## src/hw/rtl/ptts_pkg.sv

```systemverilog
// Types and constants of the periodic task table scheduler.
package ptts_pkg;

  localparam int TIME_W = 32;
  localparam int ID_W = 8;
  localparam int LEFT_W = 9;

  localparam logic CMD_ADD = 1'b0;
  localparam logic CMD_SCAN = 1'b1;

  localparam logic [1:0] KIND_ADD_OK = 2'd0;
  localparam logic [1:0] KIND_ADD_FULL = 2'd1;
  localparam logic [1:0] KIND_FIRE = 2'd2;
  localparam logic [1:0] KIND_END = 2'd3;

  typedef struct packed {
    logic              command;
    logic [TIME_W-1:0] now;
    logic [ID_W-1:0]   task_id;
    logic [TIME_W-1:0] period_us;
    logic [TIME_W-1:0] offset_us;
    logic [TIME_W-1:0] max_calls;
    logic [TIME_W-1:0] lifetime_us;
  } req_t;

  typedef struct packed {
    logic [1:0]        kind;
    logic [ID_W-1:0]   fired_id;
    logic [TIME_W-1:0] call_count;
    logic              retired;
    logic [LEFT_W-1:0] tasks_left;
    logic              last;
  } rsp_t;

  typedef struct packed {
    logic [ID_W-1:0]   id;
    logic [TIME_W-1:0] period;
    logic [TIME_W-1:0] offset;
    logic [TIME_W-1:0] call_limit;
    logic [TIME_W-1:0] calls;
    logic [TIME_W-1:0] lifetime;
    logic [TIME_W-1:0] last_fire;
    logic [TIME_W-1:0] birth;
  } entry_t;

  typedef struct packed {
    logic   due;
    logic   retired;
    entry_t upd;
  } eval_t;

  typedef enum logic [2:0] {
    ST_IDLE,
    ST_P1_READ,
    ST_P1_EVAL,
    ST_P2_READ,
    ST_P2_EVAL,
    ST_END
  } state_t;

endpackage

```

## src/hw/rtl/periodic_task_table_scheduler.sv

```systemverilog
// Periodic task table scheduler: sequencer around the task table memory.
//
// An add returns one response. A scan over a table of n entries reads every
// entry twice before its end response, and a stall on the response side can
// hold it up: the table sits in a single-read-port memory and is walked twice,
// with a read state and an evaluate state per entry each time. The first walk
// counts the surviving entries, so that every fire response already carries
// the final table size; the second walk emits the fire responses, writes the
// updated entries back and compacts the table in place. Fire responses come
// in table order, followed by one end response. No clearing pass follows
// reset.
module periodic_task_table_scheduler #(
  parameter int NUM_TASKS = 16
) (
  input  logic             clk,
  input  logic             rst,
  input  logic             req_valid,
  output logic             req_ready,
  input  ptts_pkg::req_t   req,
  output logic             rsp_valid,
  input  logic             rsp_ready,
  output ptts_pkg::rsp_t   rsp
);
  import ptts_pkg::*;

  localparam int IDX_W = (NUM_TASKS > 1) ? $clog2(NUM_TASKS) : 1;
  localparam int CNT_W = $clog2(NUM_TASKS + 1);
  localparam logic [CNT_W-1:0] FULL_CNT = CNT_W'(NUM_TASKS);

  state_t            state, state_next;
  logic [CNT_W-1:0]  count, count_next;
  logic [CNT_W-1:0]  idx, idx_next;
  logic [CNT_W-1:0]  kept, kept_next;
  logic [CNT_W-1:0]  wr_ptr, wr_ptr_next;
  logic [TIME_W-1:0] scan_now, scan_now_next;
  logic              rsp_valid_next;
  rsp_t              rsp_next;

  logic              out_free;
  logic              req_fire;
  logic              mem_wr_en;
  logic [IDX_W-1:0]  mem_wr_addr;
  entry_t            mem_wr_data;
  logic              mem_rd_en;
  entry_t            mem_rd_data;
  eval_t             ev;
  entry_t            new_entry;

  assign out_free = !rsp_valid || rsp_ready;
  assign req_ready = (state == ST_IDLE) && out_free;
  assign req_fire = req_valid && req_ready;

  ptts_mem #(
    .DEPTH (NUM_TASKS),
    .ADDR_W(IDX_W)
  ) u_mem (
    .clk    (clk),
    .wr_en  (mem_wr_en),
    .wr_addr(mem_wr_addr),
    .wr_data(mem_wr_data),
    .rd_en  (mem_rd_en),
    .rd_addr(idx[IDX_W-1:0]),
    .rd_data(mem_rd_data)
  );

  ptts_eval u_eval (
    .ent(mem_rd_data),
    .now(scan_now),
    .res(ev)
  );

  always_comb begin
    new_entry.id = req.task_id;
    new_entry.period = req.period_us;
    new_entry.offset = req.offset_us;
    new_entry.call_limit = req.max_calls;
    new_entry.calls = '0;
    new_entry.lifetime = req.lifetime_us;
    new_entry.last_fire = req.now;
    new_entry.birth = req.now;
  end

  // Next state.
  always_comb begin
    state_next = state;
    case (state)
      ST_IDLE: begin
        if (req_fire && (req.command == CMD_SCAN)) begin
          state_next = ST_P1_READ;
        end
      end
      ST_P1_READ: begin
        state_next = (idx == count) ? ST_P2_READ : ST_P1_EVAL;
      end
      ST_P1_EVAL: begin
        state_next = ST_P1_READ;
      end
      ST_P2_READ: begin
        state_next = (idx == count) ? ST_END : ST_P2_EVAL;
      end
      ST_P2_EVAL: begin
        if (!ev.due || out_free) begin
          state_next = ST_P2_READ;
        end
      end
      ST_END: begin
        if (out_free) begin
          state_next = ST_IDLE;
        end
      end
      default: begin
        state_next = ST_IDLE;
      end
    endcase
  end

  // Datapath and outputs.
  always_comb begin
    count_next = count;
    idx_next = idx;
    kept_next = kept;
    wr_ptr_next = wr_ptr;
    scan_now_next = scan_now;
    mem_wr_en = 1'b0;
    mem_wr_addr = wr_ptr[IDX_W-1:0];
    mem_wr_data = ev.upd;
    mem_rd_en = 1'b0;
    rsp_valid_next = rsp_valid && !rsp_ready;
    rsp_next = rsp;

    case (state)
      ST_IDLE: begin
        if (req_fire) begin
          if (req.command == CMD_SCAN) begin
            scan_now_next = req.now;
            idx_next = '0;
            kept_next = '0;
          end else begin
            rsp_valid_next = 1'b1;
            rsp_next.fired_id = req.task_id;
            rsp_next.call_count = '0;
            rsp_next.retired = 1'b0;
            rsp_next.last = 1'b1;
            if (count == FULL_CNT) begin
              rsp_next.kind = KIND_ADD_FULL;
              rsp_next.tasks_left = LEFT_W'(count);
            end else begin
              mem_wr_en = 1'b1;
              mem_wr_addr = count[IDX_W-1:0];
              mem_wr_data = new_entry;
              count_next = count + CNT_W'(1);
              rsp_next.kind = KIND_ADD_OK;
              rsp_next.tasks_left = LEFT_W'(count_next);
            end
          end
        end
      end
      ST_P1_READ: begin
        if (idx == count) begin
          idx_next = '0;
          wr_ptr_next = '0;
        end else begin
          mem_rd_en = 1'b1;
        end
      end
      ST_P1_EVAL: begin
        if (!(ev.due && ev.retired)) begin
          kept_next = kept + CNT_W'(1);
        end
        idx_next = idx + CNT_W'(1);
      end
      ST_P2_READ: begin
        if (idx != count) begin
          mem_rd_en = 1'b1;
        end
      end
      ST_P2_EVAL: begin
        if (!ev.due || out_free) begin
          // Survivors slide down to the write pointer; the read side is never behind it.
          if (!(ev.due && ev.retired)) begin
            mem_wr_en = 1'b1;
            mem_wr_data = ev.due ? ev.upd : mem_rd_data;
            wr_ptr_next = wr_ptr + CNT_W'(1);
          end
          if (ev.due) begin
            rsp_valid_next = 1'b1;
            rsp_next.kind = KIND_FIRE;
            rsp_next.fired_id = mem_rd_data.id;
            rsp_next.call_count = ev.upd.calls;
            rsp_next.retired = ev.retired;
            rsp_next.tasks_left = LEFT_W'(kept);
            rsp_next.last = 1'b0;
          end
          idx_next = idx + CNT_W'(1);
        end
      end
      ST_END: begin
        if (out_free) begin
          count_next = kept;
          rsp_valid_next = 1'b1;
          rsp_next.kind = KIND_END;
          rsp_next.fired_id = '0;
          rsp_next.call_count = '0;
          rsp_next.retired = 1'b0;
          rsp_next.tasks_left = LEFT_W'(kept);
          rsp_next.last = 1'b1;
        end
      end
      default: begin
      end
    endcase
  end

  always_ff @(posedge clk) begin
    if (rst) begin
      state <= ST_IDLE;
      count <= '0;
      idx <= '0;
      kept <= '0;
      wr_ptr <= '0;
      rsp_valid <= 1'b0;
    end else begin
      state <= state_next;
      count <= count_next;
      idx <= idx_next;
      kept <= kept_next;
      wr_ptr <= wr_ptr_next;
      rsp_valid <= rsp_valid_next;
    end
  end

  always_ff @(posedge clk) begin
    scan_now <= scan_now_next;
    rsp <= rsp_next;
  end

endmodule

```

## src/hw/rtl/ptts_mem.sv

```systemverilog
// Task table memory: one write port, one read port with registered read data.
module ptts_mem #(
  parameter int DEPTH = 16,
  parameter int ADDR_W = 4
) (
  input  logic                 clk,
  input  logic                 wr_en,
  input  logic [ADDR_W-1:0]    wr_addr,
  input  ptts_pkg::entry_t     wr_data,
  input  logic                 rd_en,
  input  logic [ADDR_W-1:0]    rd_addr,
  output ptts_pkg::entry_t     rd_data
);
  import ptts_pkg::*;

  entry_t mem [DEPTH];

  always_ff @(posedge clk) begin
    if (wr_en) begin
      mem[wr_addr] <= wr_data;
    end
  end

  always_ff @(posedge clk) begin
    if (rd_en) begin
      rd_data <= mem[rd_addr];
    end
  end

endmodule

```

## src/hw/rtl/ptts_eval.sv

```systemverilog
// Due test, fire update and retirement test for one table entry.
module ptts_eval (
  input  ptts_pkg::entry_t              ent,
  input  logic [ptts_pkg::TIME_W-1:0]   now,
  output ptts_pkg::eval_t               res
);
  import ptts_pkg::*;

  logic [TIME_W-1:0] since;
  logic [TIME_W-1:0] age;
  logic [TIME_W-1:0] calls_inc;
  logic              has_offset;
  logic              limit_hit;
  logic              life_hit;

  always_comb begin
    since = now - ent.last_fire;
    age = now - ent.birth;
    calls_inc = ent.calls + TIME_W'(1);
    has_offset = (ent.offset != '0);
    // An offset restart moves birth to now, so the age seen is zero.
    limit_hit = (ent.call_limit != '0) && (calls_inc >= ent.call_limit);
    life_hit = !has_offset && (ent.lifetime != '0) && (age >= ent.lifetime);

    res.due = (since >= ent.period) && (since >= ent.offset);
    res.retired = limit_hit || life_hit;
    res.upd = ent;
    res.upd.calls = calls_inc;
    if (has_offset) begin
      res.upd.offset = '0;
      res.upd.birth = now;
      res.upd.last_fire = now;
    end else begin
      res.upd.last_fire = ent.last_fire + ent.period;
    end
  end

endmodule

```

## config.mk

```make
export PLATFORM = sky130hd
export DESIGN_NAME = periodic_task_table_scheduler
export DESIGN_NICKNAME = d
export VERILOG_FILES = /design/src/hw/rtl/ptts_pkg.sv /design/src/hw/rtl/periodic_task_table_scheduler.sv /design/src/hw/rtl/ptts_mem.sv /design/src/hw/rtl/ptts_eval.sv
export SDC_FILE = /design/constraint.sdc
export NUM_CORES = 2
export LEC_CHECK = 0
export ABC_CLOCK_PERIOD_IN_PS = 23800
export BUFFER_PORTS_ARGS = -buffer_cell sky130_fd_sc_hd__buf_4
export CAP_MARGIN = 30
export CORE_UTILIZATION = 25
export DETAILED_ROUTE_END_ITERATION = 10
export SLEW_MARGIN = 20
export SYNTH_ARGS = -nofsm -noshare
export SYNTH_HDL_FRONTEND = slang
export SYNTH_HIERARCHICAL = 1
export SYNTH_SLANG_ARGS = --single-unit
export TNS_END_PERCENT = 30
```

## constraint.sdc

```tcl
create_clock -name clk -period 23.8 [get_ports clk]
set_clock_uncertainty 0.2 [all_clocks]
set_input_delay 2.38 -clock clk [delete_from_list [all_inputs] [get_ports clk]]
set_output_delay 2.38 -clock clk [all_outputs]
set_load 0.1 [all_outputs]
```

After elaboration in Yosys (flattened, before gate mapping)
Memories as Yosys holds them, arrays and structs flattened. A register that Yosys moved wholly into a read port is not among the register bits.
Cells that the tools add are included.
{"block": "word_totals", "input_bits": 173, "out_inout_bits": 55, "n_memories": 1, "mem_bits_rw": 3712, "register_bits": 109, "word_cells": 137}
{"block": "op_classes", "n_mux": 60, "magnitude_cmp": 4, "eq_ne": 19, "reduce_logical": 32, "add_sub_neg": 8}
{"name": "u_mem.mem", "depth": 16, "word_bits": 232, "read_ports": 1, "rd_clocked_by_memory_dff": 1, "write_ports": 1, "line_no": "ptts_mem.sv:16", "source": "entry_t mem [DEPTH];"}
{"operator": "232-bit two-way mux", "count": 3}
{"operator": "192-bit two-way mux", "count": 3}
{"operator": "232-bit case mux with 2 select lines", "count": 1}
{"operator": "53-bit two-way mux", "count": 5}
{"operator": "53-bit case mux with 3 select lines", "count": 1}
{"operator": "32-bit >= comparator", "count": 4}
{"operator": "32-bit two-way mux", "count": 3}
{"operator": "32-bit nonzero test", "count": 3}
{"operator": "32-bit subtractor", "count": 2}
{"operator": "5-bit two-way mux", "count": 12}
{"operator": "32-bit by 1-bit adder with 32-bit output (second input constant)", "count": 1}
{"operator": "32-bit adder", "count": 1}
{"operator": "5-bit case mux with 2 select lines", "count": 3}
{"operator": "5-bit by 1-bit adder with 5-bit output (second input constant)", "count": 4}
{"operator": "2-bit != test (second input constant)", "count": 10}
{"operator": "5-bit case mux with 4 select lines", "count": 1}
{"operator": "3-bit case mux with 6 select lines", "count": 1}
{"operator": "1-bit two-way mux", "count": 17}
{"operator": "4-bit two-way mux", "count": 4}
{"operator": "5-bit AND reduction", "count": 2}
{"operator": "1-bit logical AND", "count": 9}
{"operator": "3-bit two-way mux", "count": 3}
{"operator": "4-bit AND reduction", "count": 2}
{"operator": "3-bit by 2-bit == test with 1-bit output (second input constant)", "count": 2}
{"operator": "16 further kinds", "count": 26}

Depth between registers and ports, before layout
{"block": "depth", "word_depth": 11, "ltp_mapped": 31, "mapped_depth_nobuf": 28}

Hierarchy
The synthesis kept the hierarchy.
{"module": "ptts_mem", "area_per_inst_um2": 146098.9, "seq_area_each_um2": 118433.6, "instances": 1, "cells_per_inst": 6053}
{"module": "ptts_eval", "area_per_inst_um2": 10493.8, "seq_area_each_um2": 0.0, "instances": 1, "cells_per_inst": 1551}
{"module": "periodic_task_table_scheduler", "area_per_inst_um2": 8081.5, "seq_area_each_um2": 2892.8, "instances": 1, "cells_per_inst": 924}

Least setup slack after synthesis
OpenSTA, ideal clock, no wires.
{"block": "synth_timing", "path_kind": "register to register", "start": "register, netlist name u_mem/rd_data[33]", "end": "memory u_mem/mem[0][0] (netlist name) (enable)", "t_arrival_ps": 20311, "path_stages_with_launch": 27, "t_required_ps": 22491, "slack_ps": 2180, "path_buffers": 1, "period_less_slack_ps": 21620, "path_cell_list": "edfxtp_1 inv_1 ha_1 nor2b_1 o211ai_2 a31oi_1 a211o_1 a31oi_1 o21bai_1 a221oi_1 xnor2_1 ha_1 a21o_1 a21o_1 a21oi_1 nor2_1 a211oi_1 nor2_1 a211o_1 a21oi_1 a31oi_1 clkbuf_1 o21ai_0 nand2_1 nand2_1 or3b_2 nor3_1"}
{"element": "end, declared", "line_no": "ptts_mem.sv:16"}

==> metrics.log <==
INFO  metric outcome = complete, no violations
INFO  metric cts_hold_repair.buffers = 0
INFO  metric postSynth.asyncResetShare = 0%
INFO  metric timing.critical_path.slowest_cell_delay = 0.81 ns
INFO  metric layout-drive-gt1-share = 23.0%
INFO  metric worst_path_dominant_cell_family = buffers and inverters
INFO  metric max-cap-violations = 0
INFO  metric mostFrequentLayoutCell = sky130_fd_sc_hd__edfxtp_1
INFO  metric maximum_number_of_pins_on_one_net_before_global_route_repair = 109
INFO  metric cts_made_buffers = 402
INFO  metric min_delay_worst_endpoint = idx[4]
INFO  metric ys_seq_area_share = 73.7%
INFO  metric placeable_core_region = 0.655 sq mm
INFO  metric clkSinkCount = 4,048
INFO  metric drc = 0
INFO  metric setup.worst_path.start_class = register
INFO  metric maxSlewViolCount = 0
INFO  metric place_congestion = 0.884
INFO  metric wire_per_inst = 26.8 microns
INFO  metric initial_utilization = 25.1%
INFO  metric ctsRootBufferMaster = sky130_fd_sc_hd__clkbuf_16
INFO  metric critical_path_depth = 29
INFO  metric cts-htree-levels = 5
INFO  metric setup-tns-final = 0 ns
INFO  metric cp_data_required_time = 24.19 ns
INFO  metric clk-insertion-delay-late = 1.02 ns
INFO  metric placedInstanceArea = 0.177 sq mm
INFO  metric cts_max_path_buffers = 4
INFO  metric grt.overflow.total = 0
INFO  metric cts_tree = yes
INFO  metric worstReg2RegEnd = u_mem/mem[12][130]
INFO  metric die_area = 0.662 sq mm
INFO  metric final.fill_count = 63.9k
INFO  metric detailed_place_hpwl = 287,000 microns
INFO  metric unique_masters_post_synth = 91
INFO  metric sw_share = 22.8%
INFO  metric clockPowerShare = 40.6%
INFO  metric die_w = 814 microns
INFO  metric number_of_buffers_inserted_by_port_buffering = 223
INFO  metric p_seq_share = 52.5%
INFO  metric r2r_cells = 29
INFO  metric hold_viol_final = 0
INFO  metric rsz0062_at_grt = no
INFO  metric finalInstanceArea = 0.190 sq mm
INFO  metric power_report.internal_total = 11.9 mW
INFO  metric path_clk_slew = 0.07 ns
INFO  metric static-leakage-power = 59.3 nW
INFO  metric pwr_density_cell = 81.4 mW/mm^2
INFO  metric period_minus_slack = 9.54 ns
INFO  metric most_used_dff_post_synth = sky130_fd_sc_hd__edfxtp_1
INFO  metric avgSynthCellArea = 19.3 sq um
INFO  metric critical-path-slowest-cell = sky130_fd_sc_hd__buf_4
INFO  metric worst-endpoint-arrival = 9.93 ns
INFO  metric critical_path.most_common_cell = sky130_fd_sc_hd__buf_4
INFO  metric final_stage_net_count = 9,286
INFO  metric critPathCaptureType = register
INFO  metric criticalPathCategory = reg -> reg
INFO  metric chipHeight = 814 microns
INFO  metric rows = 297
INFO  metric yosysWarningCount = 6
INFO  metric max_clock_freq = 105 MHz
INFO  metric post_cts_buffers = 0
INFO  metric hold_path.startpoint = idx[4]
INFO  metric via_count_of_the_first_global_routing_pass = 86.4k
INFO  metric antenna_left = 0
INFO  metric setup_slack_reg_to_reg = 14.26 ns
INFO  metric vdd_ir_drop_max = 0.0616 mV
INFO  metric number_of_enable_flip_flop_cells_after_synthesis = 4,025
INFO  metric wirelength = 480,000 microns
INFO  metric post-route-period-util = 40.1%
INFO  metric antenna_violations_before_repair = 58
INFO  metric timing.critical_path.fanout_max = 44
INFO  metric viasPerCell = 4.85
INFO  metric yosys_register_bits = 4,048
INFO  metric timing.hold.worst_path_depth = 1
INFO  metric timing_worst_slew_pin_value = 1.04 ns
INFO  metric drtPass1Iterations = 7
INFO  metric cts_resized = 0
INFO  metric synthCells = 8,528
INFO  metric timing.rr.start = scan_now[0]
INFO  metric layout_common_cells = sky130_fd_sc_hd__edfxtp_1, sky130_fd_sc_hd__mux4_2, sky130_fd_sc_hd__buf_4
INFO  metric slew_headroom = 30.4%
INFO  metric crit_buf_inv = 7
INFO  metric drt_iter0_drcs = 10.4k
INFO  metric grt_first_pass_wirelength = 673,000 microns
INFO  metric worstHoldPathType = reg -> reg
INFO  metric num_io_pins = 228
INFO  metric grt.total_usage = 14.0%
INFO  metric net-switching-power = 3.53 mW
INFO  metric setup_viol = 0
INFO  metric num_vias = 86.9k
INFO  metric power.combinational.fraction = 6.9%
INFO  metric syn-cell-area = 0.165 sq mm
INFO  metric synthToLayoutAreaGrowth = 15.4%
[flip-flops by register name (all words and copies together), names as in the netlist]
signal / flops
wr_ptr: 4
rsp: 49
scan_now: 32
count: 5
u_mem/rd_data: 232
state: 3
rsp_valid: 1
kept: 5
u_mem/mem: 3712
idx: 5
[power groups by stage]
stage	registers, mW	logic [mW]	clock network [mW]
floorplan	8.30	0.660	0
global placement	8.27	1.05	0
detailed placement	8.27	1.07	0
CTS	8.12	1.07	6.39
global route	8.12	1.16	6.64
finish	8.12	1.07	6.28
[Yosys cell counts, types with 16 or more instances]
library cell / instances / area share [%]
sky130_fd_sc_hd__a221oi_1: 25 / 0.13
sky130_fd_sc_hd__mux4_2: 866 / 12
sky130_fd_sc_hd__xnor2_1: 73 / 0.39
sky130_fd_sc_hd__o21ai_1: 16 / 0.049
sky130_fd_sc_hd__o221ai_1: 40 / 0.21
sky130_fd_sc_hd__ha_1: 227 / 1.7
sky130_fd_sc_hd__o21ai_0: 222 / 0.67
sky130_fd_sc_hd__mux2i_1: 40 / 0.24
sky130_fd_sc_hd__mux2_2: 118 / 0.81
sky130_fd_sc_hd__a221o_1: 64 / 0.39
sky130_fd_sc_hd__a21o_1: 78 / 0.36
sky130_fd_sc_hd__a31oi_1: 29 / 0.11
sky130_fd_sc_hd__clkbuf_1: 209 / 0.48
sky130_fd_sc_hd__buf_2: 131 / 0.40
sky130_fd_sc_hd__nand4_1: 39 / 0.15
sky130_fd_sc_hd__nand3_1: 53 / 0.16
sky130_fd_sc_hd__nor4_1: 26 / 0.099
sky130_fd_sc_hd__dfxtp_1: 23 / 0.28
sky130_fd_sc_hd__buf_1: 40 / 0.091
sky130_fd_sc_hd__a222oi_1: 104 / 0.63
sky130_fd_sc_hd__inv_1: 330 / 0.75
sky130_fd_sc_hd__and3_1: 30 / 0.11
sky130_fd_sc_hd__xor2_1: 50 / 0.27
sky130_fd_sc_hd__nor3_1: 33 / 0.10
sky130_fd_sc_hd__nor2b_1: 63 / 0.24
sky130_fd_sc_hd__nand2b_1: 51 / 0.19
sky130_fd_sc_hd__edfxtp_1: 4025 / 73
sky130_fd_sc_hd__and2_1: 73 / 0.28
sky130_fd_sc_hd__a22oi_1: 427 / 1.9
sky130_fd_sc_hd__nand2_1: 348 / 0.79
sky130_fd_sc_hd__a21oi_1: 157 / 0.48
sky130_fd_sc_hd__buf_4: 189 / 0.86
sky130_fd_sc_hd__nor2_1: 125 / 0.28
[cell type report]
cell class | count | area (sq um) | share of cell area (%)
sequential | 4048 | 121000 | 63.9
multi-input combinational | 3604 | 39400 | 20.7
tap | 8671 | 10800 | 5.71
clock buffer | 490 | 10400 | 5.49
timing repair buffer | 496 | 4240 | 2.23
clock inverter | 242 | 2470 | 1.30
inverter | 331 | 1240 | 0.654
antenna | 17 | 42.5 | 0.0224
[layer usage]
metal | track usage, % | vias to the layer above | wire (microns)
met5 | 0 | - | 119
li1 | - | 35800 | -
met3 | 2.54 | 673 | 37300
met2 | 23.4 | 3677 | 231000
met1 | 18.6 | 46800 | 195000
met4 | 4.05 | 18 | 16000
[logic make-up (layout without fill, tap and decap cells)]
kind of cell	Yosys count	count (layout)	synth area share [%]
AND/OR/NAND/NOR	886	886	2.65
AO/OA/AOI/OAI	1305	1305	5.71
multiplexers	1024	1024	12.9
other	2	53	0.00456
adder cells (fa/ha/maj)	230	230	1.76
flip-flops	4048	4048	73.7
buffers and inverters	910	1559	2.65
XOR/XNOR	123	123	0.654
[per-stage QoR]
step / instances / hold WS [ns] / util [%] / total power, mW / setup WS [ns]
floorplan: 8562 / 0.258 / - / 8.96 / 2.18
global placement: 17100 / 0.286 / 26.9 / 9.32 / 14.20
detailed placement: 17100 / 0.290 / 27.0 / 9.34 / 14.42
CTS: 17900 / 0.297 / 29.0 / 15.6 / 14.27
global route: 17900 / 0.331 / 29.0 / 15.9 / 13.61
finish: 17900 / 0.300 / 29.0 / 15.5 / 14.26
[worst max-delay path by stage]
| stage | startpoint | endpoint |
|---|---|---|
| final | scan_now[0] | u_mem/mem[12][130] |
| after detailed placement | scan_now[0] | u_mem/mem[12][130] |
| after global placement | scan_now[0] | u_mem/mem[5][192] |
| after CTS | scan_now[0] | u_mem/mem[12][151] |
| after floorplan | u_mem/rd_data[33] | u_mem/mem[0][0] |
| after global routing | scan_now[0] | u_mem/mem[12][151] |
No activity file was read; power rests on OpenSTA's default activity.
